--- config.mk ---
export PLATFORM = sky130hd
export DESIGN_NAME = gta_fma
export DESIGN_NICKNAME = d
export VERILOG_FILES = /design/src/gta_pkg.sv /design/src/gta_fma.sv
export SDC_FILE = /design/constraint.sdc
export NUM_CORES = 2
export LEC_CHECK = 0
export ABC_AREA = 0
export BUFFER_PORTS_ARGS = -buffer_cell sky130_fd_sc_hd__clkbuf_2
export CAP_MARGIN = 10
export CORE_MARGIN = 5
export CORE_UTILIZATION = 40
export DETAILED_ROUTE_END_ITERATION = 12
export SETUP_SLACK_MARGIN = 0.3
export SLEW_MARGIN = 5
export SYNTH_ARGS = -nofsm -noshare
export SYNTH_HDL_FRONTEND = slang
export SYNTH_SLANG_ARGS = --single-unit
--- constraint.sdc ---
create_clock -name clk -period 29.5 [get_ports clk]
set_input_delay 4.425 -clock clk [delete_from_list [all_inputs] [get_ports clk]]
set_output_delay 4.425 -clock clk [all_outputs]
set_load 0.02 [all_outputs]
--- src/gta_pkg.sv ---
`timescale 1ns / 1ps
// Shared types and constants for the GEMM tile accumulate core.
package gta_pkg;

  typedef enum logic [1:0] {
    OP_WR_A   = 2'd0,
    OP_WR_B   = 2'd1,
    OP_UPDATE = 2'd2
  } op_t;

  localparam logic [1:0] CFG_K_DEPTH    = 2'd0;
  localparam logic [1:0] CFG_ROWS_VALID = 2'd1;
  localparam logic [1:0] CFG_COLS_VALID = 2'd2;

  localparam logic [7:0] K_DEPTH_RST    = 8'd128;
  localparam logic [3:0] ROWS_VALID_RST = 4'd8;
  localparam logic [4:0] COLS_VALID_RST = 5'd16;

  localparam logic [31:0] FP_ZERO    = 32'h0000_0000;
  localparam logic [31:0] FP_ONE     = 32'h3F80_0000;
  localparam logic [31:0] FP_QNAN    = 32'h7FC0_0000;
  localparam logic [30:0] FP_INF_MAG = 31'h7F80_0000;

  typedef enum logic [2:0] {
    ST_IDLE,
    ST_READ,
    ST_ISSUE,
    ST_WAIT,
    ST_FIN,
    ST_FWAIT
  } seq_state_t;

  typedef struct packed {
    logic        valid;
    logic [31:0] a;
    logic [31:0] b;
    logic [31:0] c;
  } fma_req_t;

  typedef struct packed {
    logic        valid;
    logic [31:0] result;
  } fma_rsp_t;

endpackage

--- src/gta_fma.sv ---
`timescale 1ns / 1ps
// Six-stage single-precision fused multiply-add unit, round to nearest even.
module gta_fma (
  input  logic               clk,
  input  logic               rst_n,
  input  gta_pkg::fma_req_t  req,
  output gta_pkg::fma_rsp_t  rsp
);

  typedef struct packed {
    logic               sgn;
    logic [23:0]        sig;
    logic signed [11:0] exp;
    logic               zero;
    logic               inf;
    logic               nan;
  } fp_unp_t;

  function automatic logic [4:0] lzc24(input logic [23:0] x);
    logic [4:0] n;
    n = 5'd24;
    for (int i = 0; i < 24; i++) begin
      if (x[i]) n = 5'(23 - i);
    end
    return n;
  endfunction

  function automatic logic [5:0] lzc53(input logic [52:0] x);
    logic [5:0] n;
    n = 6'd53;
    for (int i = 0; i < 53; i++) begin
      if (x[i]) n = 6'(52 - i);
    end
    return n;
  endfunction

  function automatic fp_unp_t unpack(input logic [31:0] x);
    fp_unp_t    u;
    logic [23:0] s;
    logic [4:0]  lz;
    logic [7:0]  eff;
    s      = {x[30:23] != 8'd0, x[22:0]};
    lz     = lzc24(s);
    eff    = (x[30:23] == 8'd0) ? 8'd1 : x[30:23];
    u.sgn  = x[31];
    u.sig  = s << lz;
    u.exp  = $signed({4'd0, eff}) - 12'sd127 - $signed({7'd0, lz});
    u.zero = (s == 24'd0);
    u.inf  = (x[30:23] == 8'hFF) && (x[22:0] == 23'd0);
    u.nan  = (x[30:23] == 8'hFF) && (x[22:0] != 23'd0);
    return u;
  endfunction

  logic [5:0] v_r;

  // Unpack stage.
  fp_unp_t            ua, ub, uc;
  logic               sp1;
  logic               p_inf;
  logic               p_zero;
  logic               is_nan;
  logic               spec_nxt;
  logic [31:0]        spec_val_nxt;
  logic [23:0]        s1_asig_r, s1_bsig_r, s1_csig_r;
  logic signed [11:0] s1_aexp_r, s1_bexp_r, s1_cexp_r;
  logic               s1_sp_r, s1_sc_r, s1_cz_r, s1_spec_r;
  logic [31:0]        s1_specv_r;

  always_comb begin
    ua     = unpack(req.a);
    ub     = unpack(req.b);
    uc     = unpack(req.c);
    sp1    = ua.sgn ^ ub.sgn;
    p_inf  = ua.inf | ub.inf;
    p_zero = ua.zero | ub.zero;
    is_nan = ua.nan | ub.nan | uc.nan | (ua.inf & ub.zero) | (ub.inf & ua.zero)
           | (p_inf & uc.inf & (sp1 != uc.sgn));
    spec_nxt     = 1'b1;
    spec_val_nxt = gta_pkg::FP_QNAN;
    if (is_nan) begin
      spec_val_nxt = gta_pkg::FP_QNAN;
    end else if (p_inf) begin
      spec_val_nxt = {sp1, gta_pkg::FP_INF_MAG};
    end else if (uc.inf) begin
      spec_val_nxt = req.c;
    end else if (p_zero) begin
      spec_val_nxt = uc.zero ? {sp1 & uc.sgn, 31'd0} : req.c;
    end else begin
      spec_nxt = 1'b0;
    end
  end

  always_ff @(posedge clk) begin
    s1_asig_r  <= ua.sig;
    s1_bsig_r  <= ub.sig;
    s1_csig_r  <= uc.sig;
    s1_aexp_r  <= ua.exp;
    s1_bexp_r  <= ub.exp;
    s1_cexp_r  <= uc.exp;
    s1_sp_r    <= sp1;
    s1_sc_r    <= uc.sgn;
    s1_cz_r    <= uc.zero;
    s1_spec_r  <= spec_nxt;
    s1_specv_r <= spec_val_nxt;
  end

  // Multiply stage.
  logic [47:0]        s2_prod_r;
  logic signed [11:0] s2_pexp_r, s2_cexp_r;
  logic [23:0]        s2_csig_r;
  logic               s2_sp_r, s2_sc_r, s2_cz_r, s2_spec_r;
  logic [31:0]        s2_specv_r;

  always_ff @(posedge clk) begin
    s2_prod_r  <= 48'(s1_asig_r) * 48'(s1_bsig_r);
    s2_pexp_r  <= s1_aexp_r + s1_bexp_r;
    s2_cexp_r  <= s1_cexp_r;
    s2_csig_r  <= s1_csig_r;
    s2_sp_r    <= s1_sp_r;
    s2_sc_r    <= s1_sc_r;
    s2_cz_r    <= s1_cz_r;
    s2_spec_r  <= s1_spec_r;
    s2_specv_r <= s1_specv_r;
  end

  // Align and add stage.
  logic [47:0]        pn;
  logic signed [11:0] pe;
  logic               p_big;
  logic signed [11:0] diff;
  logic [5:0]         sh;
  logic [52:0]        big_f, sml_f, sml_sh, sml;
  logic               lost3;
  logic               eff_sub;
  logic [53:0]        sum54, dif54;
  logic               neg;
  logic [52:0]        mag_nxt;
  logic               sign_nxt;
  logic signed [11:0] ebig_nxt;
  logic [52:0]        s3_mag_r;
  logic signed [11:0] s3_ebig_r;
  logic               s3_sign_r, s3_spec_r;
  logic [31:0]        s3_specv_r;

  always_comb begin
    pn      = s2_prod_r[47] ? s2_prod_r : {s2_prod_r[46:0], 1'b0};
    pe      = s2_prod_r[47] ? s2_pexp_r + 12'sd1 : s2_pexp_r;
    p_big   = s2_cz_r || (pe >= s2_cexp_r);
    diff    = p_big ? pe - s2_cexp_r : s2_cexp_r - pe;
    sh      = (diff > 12'sd63) ? 6'd63 : diff[5:0];
    big_f   = p_big ? {1'b0, pn, 4'd0} : {1'b0, s2_csig_r, 28'd0};
    sml_f   = p_big ? {1'b0, s2_csig_r, 28'd0} : {1'b0, pn, 4'd0};
    sml_sh  = sml_f >> sh;
    lost3   = |(sml_f & ~({53{1'b1}} << sh));
    sml     = {sml_sh[52:1], sml_sh[0] | lost3};
    eff_sub = s2_sp_r ^ s2_sc_r;
    sum54   = {1'b0, big_f} + {1'b0, sml};
    dif54   = {1'b0, big_f} - {1'b0, sml};
    neg     = eff_sub & dif54[53];
    if (!eff_sub) begin
      mag_nxt = sum54[52:0];
    end else if (neg) begin
      mag_nxt = ~dif54[52:0] + 53'd1;
    end else begin
      mag_nxt = dif54[52:0];
    end
    sign_nxt = (p_big ? s2_sp_r : s2_sc_r) ^ neg;
    ebig_nxt = p_big ? pe : s2_cexp_r;
  end

  always_ff @(posedge clk) begin
    s3_mag_r   <= mag_nxt;
    s3_ebig_r  <= ebig_nxt;
    s3_sign_r  <= sign_nxt;
    s3_spec_r  <= s2_spec_r;
    s3_specv_r <= s2_specv_r;
  end

  // Leading zero count stage.
  logic [52:0]        s4_mag_r;
  logic [5:0]         s4_lz_r;
  logic signed [11:0] s4_ebig_r;
  logic               s4_sign_r, s4_zero_r, s4_spec_r;
  logic [31:0]        s4_specv_r;

  always_ff @(posedge clk) begin
    s4_mag_r   <= s3_mag_r;
    s4_lz_r    <= lzc53(s3_mag_r);
    s4_zero_r  <= (s3_mag_r == 53'd0);
    s4_ebig_r  <= s3_ebig_r;
    s4_sign_r  <= s3_sign_r;
    s4_spec_r  <= s3_spec_r;
    s4_specv_r <= s3_specv_r;
  end

  // Normalise stage.
  logic signed [11:0] er_nxt;
  logic signed [11:0] den_t;
  logic [4:0]         den_nxt;
  logic [52:0]        s5_n_r;
  logic signed [11:0] s5_er_r;
  logic [4:0]         s5_den_r;
  logic               s5_sign_r, s5_zero_r, s5_spec_r;
  logic [31:0]        s5_specv_r;

  always_comb begin
    er_nxt = s4_ebig_r + 12'sd1 - $signed({6'd0, s4_lz_r});
    den_t  = -12'sd126 - er_nxt;
    if (er_nxt >= -12'sd126) begin
      den_nxt = 5'd0;
    end else if (den_t > 12'sd31) begin
      den_nxt = 5'd31;
    end else begin
      den_nxt = den_t[4:0];
    end
  end

  always_ff @(posedge clk) begin
    s5_n_r     <= s4_mag_r << s4_lz_r;
    s5_er_r    <= er_nxt;
    s5_den_r   <= den_nxt;
    s5_sign_r  <= s4_sign_r;
    s5_zero_r  <= s4_zero_r;
    s5_spec_r  <= s4_spec_r;
    s5_specv_r <= s4_specv_r;
  end

  // Round and pack stage.
  logic [52:0]        ns;
  logic               lost6;
  logic [23:0]        mant;
  logic               rnd_up;
  logic [24:0]        mr;
  logic signed [11:0] er_b;
  logic [10:0]        base;
  logic [33:0]        mag34;
  logic [31:0]        res_nxt;
  logic [31:0]        res_r;

  always_comb begin
    ns     = s5_n_r >> s5_den_r;
    lost6  = |(s5_n_r & ~({53{1'b1}} << s5_den_r));
    mant   = ns[52:29];
    rnd_up = ns[28] & ((|ns[27:0]) | lost6 | mant[0]);
    mr     = {1'b0, mant} + {24'd0, rnd_up};
    er_b   = s5_er_r + 12'sd126;
    base   = (s5_den_r == 5'd0) ? er_b[10:0] : 11'd0;
    mag34  = {base, 23'd0} + {9'd0, mr};
    if (s5_spec_r) begin
      res_nxt = s5_specv_r;
    end else if (s5_zero_r) begin
      res_nxt = gta_pkg::FP_ZERO;
    end else if (mag34 >= {3'd0, gta_pkg::FP_INF_MAG}) begin
      res_nxt = {s5_sign_r, gta_pkg::FP_INF_MAG};
    end else begin
      res_nxt = {s5_sign_r, mag34[30:0]};
    end
  end

  always_ff @(posedge clk) begin
    res_r <= res_nxt;
  end

  always_ff @(posedge clk) begin
    if (!rst_n) begin
      v_r <= 6'd0;
    end else begin
      v_r <= {v_r[4:0], req.valid};
    end
  end

  assign rsp.valid  = v_r[5];
  assign rsp.result = res_r;

endmodule

After elaboration in Yosys (flattened, before gate mapping)
Cells that the tools add are included.

Add/sub/neg operators: 19. Multipliers: 1. Order comparisons: 5. Equality and inequality tests: 4. Shift-type cells: 8. Mux-type cells: 147. Bitwise operators: 25. Reduce and logical (&&, ||, !) cells: 34.

Operators with widths (number): 2-to-1 mux 5 bit (86); 2-to-1 mux 32 bit (6); NOT 53 bit (3); 2-to-1 mux 6 bit (21); 2-to-1 mux 53 bit (2); OR reduction 53 bit (2); 2-to-1 mux 52 bit (2); zero test 24 bit (3); left shift 24 x 5 -> 24 bit (3); zero test 23 bit (3); nonzero test 23 bit (3); subtractor 52 x 53 -> 54 bit (1); adder 52 x 53 -> 53 bit (1); adder 53 x 1 -> 53 bit (second input constant) (1); bitwise AND 52 x 53 -> 53 bit (1); bitwise AND 53 bit (1); zero test 53 bit (1); left shift 53 x 5 -> 53 bit (first input constant) (1); left shift 53 x 6 -> 53 bit (1); left shift 53 x 6 -> 53 bit (first input constant) (1); >> shifter 52 x 6 -> 53 bit (1); >> shifter 53 x 5 -> 53 bit (1); multiplier 24 x 24 -> 48 bit (1); 2-to-1 mux 48 bit (1); 42 further kinds (96).

Register bits: 614. Input port bits: 99.

Depth between registers and ports, before layout
Depth in word-level cells: 52. Mapped depth: 58. Depth with buffers taken out: 47.

Least setup slack after synthesis
OpenSTA, ideal clock, no wires.

Kind: reg2reg. From: register s2_prod_r[47]. To: register s3_mag_r[52]. Arrival time: 11.104 ns. Data required time: 29.374 ns. Path slack: 18.271 ns. Cell stages (with the launch flop): 55. Period minus slack after synthesis: 11.229 ns. Cells stage by stage: dfxtp_1 > buf_2 > buf_2 > buf_2 > buf_1 > buf_1 > clkbuf_1 > nand3_1 > nor2_1 > and2_1 > nand4_1 > xor2_1 > inv_1 > ha_1 > a21o_1 > a2111oi_2 > nor2_1 > nor3_4 > [19 not listed] > o21bai_1 > a21oi_1 > nor2_1 > nor2_1 > o31a_1 > nand2_1 > a311o_1 > a41oi_1 > a311o_1 > nand3_1 > or3_1 > buf_2 > nor4_4 > and4b_1 > or4b_4 > o41ai_1 > xnor2_1 > o21ai_1.

Longest elaborated chain between the ends: 16. Elaborated cells on any way between the ends: 24.

Ends and longest elaborated chain: start: declaration (RTL line gta_fma.sv:108) `logic [47:0] s2_prod_r;`; start signal: assignment (RTL line gta_fma.sv:115) `s2_prod_r <= 48'(s1_asig_r) * 48'(s1_bsig_r);`; 2-to-1 mux 12 bit (RTL line gta_fma.sv:147) `pe = s2_prod_r[47] ? s2_pexp_r + 12'sd1 : s2_pexp_r;`; greater-or-equal comparator 12 x 10 -> 1 bit (RTL line gta_fma.sv:148) `p_big = s2_cz_r || (pe >= s2_cexp_r);`; logical OR 1 bit (RTL line gta_fma.sv:148); 2-to-1 mux 12 bit (RTL line gta_fma.sv:149) `diff = p_big ? pe - s2_cexp_r : s2_cexp_r - pe;`; greater-than comparator 12 x 7 -> 1 bit (RTL line gta_fma.sv:150) `sh = (diff > 12'sd63) ? 6'd63 : diff[5:0];`; 2-to-1 mux 6 bit (RTL line gta_fma.sv:150); left shift 53 x 6 -> 53 bit (RTL line gta_fma.sv:154) `lost3 = |(sml_f & ~({53{1'b1}} << sh));`; NOT 53 bit (RTL line gta_fma.sv:154); bitwise AND 52 x 53 -> 53 bit (RTL line gta_fma.sv:154); OR reduction 53 bit (RTL line gta_fma.sv:154); OR 1 bit (RTL line gta_fma.sv:155) `sml = {sml_sh[52:1], sml_sh[0] | lost3};`; subtractor 52 x 53 -> 54 bit (RTL line gta_fma.sv:158) `dif54 = {1'b0, big_f} - {1'b0, sml};`; NOT 53 bit (RTL line gta_fma.sv:163) `mag_nxt = ~dif54[52:0] + 53'd1;`; adder 53 x 1 -> 53 bit (RTL line gta_fma.sv:163); 2-to-1 mux 53 bit (RTL line gta_fma.sv:162) `end else if (neg) begin`; 2-to-1 mux 53 bit * (RTL line gta_fma.sv:160) `if (!eff_sub) begin`; via mag_nxt[52] (RTL line gta_fma.sv:137) `logic [52:0] mag_nxt;`; end signal: assignment (RTL line gta_fma.sv:172) `s3_mag_r <= mag_nxt;`; end: declaration (RTL line gta_fma.sv:140) `logic [52:0] s3_mag_r;`.

The timed path passes the listed nets; every way through them passes the cells marked *. A chain may end at the register's enable or synchronous reset.

Worst setup path in the final report
From: register s2_pexp_r[0]. To: register s3_mag_r[49].

Longest elaborated chain between the ends: 17. Elaborated cells on any way between the ends: 24.

Ends and longest elaborated chain: start: declaration (RTL line gta_fma.sv:109) `logic signed [11:0] s2_pexp_r, s2_cexp_r;`; start signal: assignment (RTL line gta_fma.sv:116) `s2_pexp_r <= s1_aexp_r + s1_bexp_r;`; adder 11 x 2 -> 12 bit (RTL line gta_fma.sv:147); 2-to-1 mux 12 bit * (RTL line gta_fma.sv:147); greater-or-equal comparator 12 x 10 -> 1 bit (RTL line gta_fma.sv:148); logical OR 1 bit (RTL line gta_fma.sv:148); 2-to-1 mux 12 bit (RTL line gta_fma.sv:149); greater-than comparator 12 x 7 -> 1 bit (RTL line gta_fma.sv:150); 2-to-1 mux 6 bit (RTL line gta_fma.sv:150); left shift 53 x 6 -> 53 bit (RTL line gta_fma.sv:154); [2 not listed]; OR reduction 53 bit (RTL line gta_fma.sv:154); OR 1 bit (RTL line gta_fma.sv:155); subtractor 52 x 53 -> 54 bit (RTL line gta_fma.sv:158); NOT 53 bit (RTL line gta_fma.sv:163); adder 53 x 1 -> 53 bit (RTL line gta_fma.sv:163); 2-to-1 mux 53 bit (RTL line gta_fma.sv:162); 2-to-1 mux 53 bit * (RTL line gta_fma.sv:160); via mag_nxt[49] (RTL line gta_fma.sv:137).

Marked as above.

==> results.json <==
{
  "synthesis.area_mm2": 0.0593,
  "synth_edf_count": 0,
  "detail_route.drc_violations": 0,
  "design.core.area_mm2": 0.147,
  "dr_total_vias": 52200,
  "global_route.usage.total": 0.254,
  "ys_top_cells_by_area": "sky130_fd_sc_hd__dfxtp_1 21%, sky130_fd_sc_hd__fa_1 17%, sky130_fd_sc_hd__ha_1 7.2%",
  "critPathKind": "reg -> reg",
  "synthTopCellsByCount": "885 x sky130_fd_sc_hd__nand2_1, 718 x sky130_fd_sc_hd__inv_1, 657 x sky130_fd_sc_hd__nor2_1",
  "r2r_end": "s3_mag_r[49]",
  "fraction_of_layout_cells_with_a_size_suffix_above_1": 0.0793,
  "maxClockFrequency_ghz": 0.0794,
  "timing.final.max_slew_violations": 0,
  "slowest_delay_ps": 1150,
  "max_cap_viols": 0,
  "cp.required_ps": 30090,
  "number_of_routed_nets_with_antenna_violations": 0,
  "top_layer": "met4",
  "cts_setup_buffers": 0,
  "synth_most_common_cell": "sky130_fd_sc_hd__nand2_1",
  "post_cts_resized": 0,
  "synthesis.area_per_instance_um2": 8.18,
  "tritoncts": "built",
  "critPathMostFrequentCell": "sky130_fd_sc_hd__o21ai_0",
  "fp.dieW_um": 395,
  "synth-seq-cells": 614,
  "arrival_ps": 13190,
  "worst-r2r-setup-slack_ps": 16900,
  "cts_sinks": 614,
  "gr-total-overflow": 0,
  "crit_path_top_delay_cell": "sky130_fd_sc_hd__mux2i_1",
  "min_path_type": "reg -> reg",
  "synth_ff_type": "sky130_fd_sc_hd__dfxtp_1",
  "synthesis.instances": 7247,
  "period_minus_slack_ps": 12600,
  "cp_max_fo": 64,
  "cts_root_buf": "sky130_fd_sc_hd__clkbuf_16",
  "period_share": 0.427,
  "hold_viol_final": 0,
  "initial_utilization": 0.402,
  "die_h_um": 395,
  "final_nets": 8092,
  "synth_async_reset_ratio": 0,
  "synth_warnings": 0,
  "finish.utilization": 0.435,
  "timing.critical_path.to": "s3_mag_r[49]",
  "first_pass_grt_wire_length_mm": 312,
  "ctsLongestPathBuffers": 3,
  "rr_startpoint": "s2_pexp_r[0]",
  "port_buffers": 131,
  "ff2ff_path_depth": 43,
  "cts_made_buffers": 68,
  "grt_max_degree": 73,
  "wire_per_inst_um": 22.2,
  "synthToLayoutAreaGrowth_pct": 8.26,
  "met3WireLength_mm": 13.5,
  "clk_latency_ps": 680,
  "die_area_mm2": 0.156,
  "gp_routability_congestion": 1.00,
  "synthesis.nets": 8179,
  "normalized_max_slew_margin": 0.0755,
  "synth_top_cell_by_area": "sky130_fd_sc_hd__dfxtp_1",
  "yosysUniqueCellTypes": 105,
  "num_rows": 141,
  "cts-hold-fix-buffers": 0,
  "grt_pass1_vias": 52000,
  "finalSetupTns_ps": 0,
  "drt_first_pass_iters": 7,
  "met2_wirelength_from_detailed_routing_mm": 92.2,
  "timing.critical_path.from_type": "flip-flop",
  "detailedRoute.firstIterationViolations": 4691,
  "pin_count": 132,
  "grt_antenna_before_repair": 2,
  "wl_mm": 203,
  "yosysSeqAreaShare": 0.207,
  "clk_transition_reported_paths_ps": 60,
  "detail_route.wirelength.met1_mm": 89.1,
  "cts-htree-levels": 3,
  "place.detailed.hpwl_mm": 158,
  "tightestPinTransition_ps": 1380,
  "setup_violations": 0,
  "finClkSkew_ps": 33.6,
  "yosysTopAreaCellShare": 0.207,
  "status": "complete, no violations",
  "end_kind": "flip-flop",
  "viasPerCell": 5.71,
  "grt_setup_unrepaired": "no",
  "worst_setup_path_startpoint": "s2_pexp_r[0]"
}
==> layout by cell type, fill, tap and decap left out, types with 85 or more instances in the layout <==
cell,count
sky130_fd_sc_hd__xnor2_1,183
sky130_fd_sc_hd__o21ai_0,287
sky130_fd_sc_hd__nor2_1,656
sky130_fd_sc_hd__ha_1,342
sky130_fd_sc_hd__clkbuf_2,131
sky130_fd_sc_hd__buf_4,123
sky130_fd_sc_hd__nand3_1,108
sky130_fd_sc_hd__nand2_1,885
sky130_fd_sc_hd__and2_1,267
sky130_fd_sc_hd__a21oi_1,427
sky130_fd_sc_hd__fa_1,490
sky130_fd_sc_hd__mux2i_1,313
sky130_fd_sc_hd__dfxtp_1,608
sky130_fd_sc_hd__xor2_1,85
sky130_fd_sc_hd__nor3_1,158
sky130_fd_sc_hd__inv_1,718
==> cell families (layout without fill, tap and decap cells) <==
family / Yosys count / count (layout) / synth area share
AO/OA/AOI/OAI: 1502 / 1502 / 0.166
XOR/XNOR: 270 / 270 / 0.0399
adder cells (fa/ha/maj): 838 / 838 / 0.239
buffers and inverters: 1138 / 1101 / 0.0736
flip-flops: 614 / 614 / 0.207
multiplexers: 417 / 417 / 0.0823
other: 0 / 2 / 0
AND/OR/NAND/NOR: 2468 / 2468 / 0.193
==> layer usage <==
| layer | vias to the layer above | GRT usage |
|---|---|---|
| met5 | - | 0 |
| met4 | 0 | 0.0914 |
| met3 | 412 | 0.0351 |
| met2 | 1974 | 0.412 |
| met1 | 25400 | 0.347 |
| li1 | 24400 | - |
==> worst min-delay path by stage <==
stage,start,to,slack (ps),depth (start not counted)
final,s1_cexp_r[0],s2_cexp_r[0],300,0
after global routing,s3_specv_r[2],s4_specv_r[2],320,0
after CTS,s3_ebig_r[2],s4_ebig_r[2],310,0
after detailed placement,s1_csig_r[19],s2_csig_r[19],310,0
after global placement,s3_specv_r[5],s4_specv_r[5],310,0
after floorplan,s1_cexp_r[0],s2_cexp_r[0],310,0
==> through the flow <==
step	area (µm²)	worst slack, ps	cells	hold WS, ps
6_report	64200	16900	9142	305
5_1_grt	64200	15950	9140	323
4_1_cts	64200	17060	9139	308
3_5_place_dp	61800	17130	9019	312
3_3_place_gp	61800	17090	9019	310
2_1_floorplan	59300	18270	7247	310
==> worst max-delay path, delay by kind of cell, from the launching register on <==
family          cells  cell delay [ps]
simple gates       13             4270
compound gates     18             3840
mux                 2             1330
fa+ha+maj           3             1170
buf+inv             4              810
xor+xnor            3              680
flops               1              380
==> cell type report <==
| type | count | area [µm²] |
|---|---|---|
| antenna | 2 | 5.00 |
| clock buffer | 84 | 1860 |
| clock inverter | 36 | 536 |
| fill | 14800 | 83300 |
| inverter | 726 | 2730 |
| multi-input combinational | 5495 | 42700 |
| sequential | 614 | 12300 |
| tap | 1930 | 2410 |
| timing repair buffer | 255 | 1580 |
==> registers in the layout (all words and copies together) (netlist names), 48 cells and up <==
| register | count |
|---|---|
| s2_prod_r | 48 |
| s4_mag_r | 53 |
| s5_n_r | 53 |
| s3_mag_r | 53 |
Power is left out: the tool's default activity adds up to more than one toggle a clock period on the data nets, which glitch-free logic cannot reach.
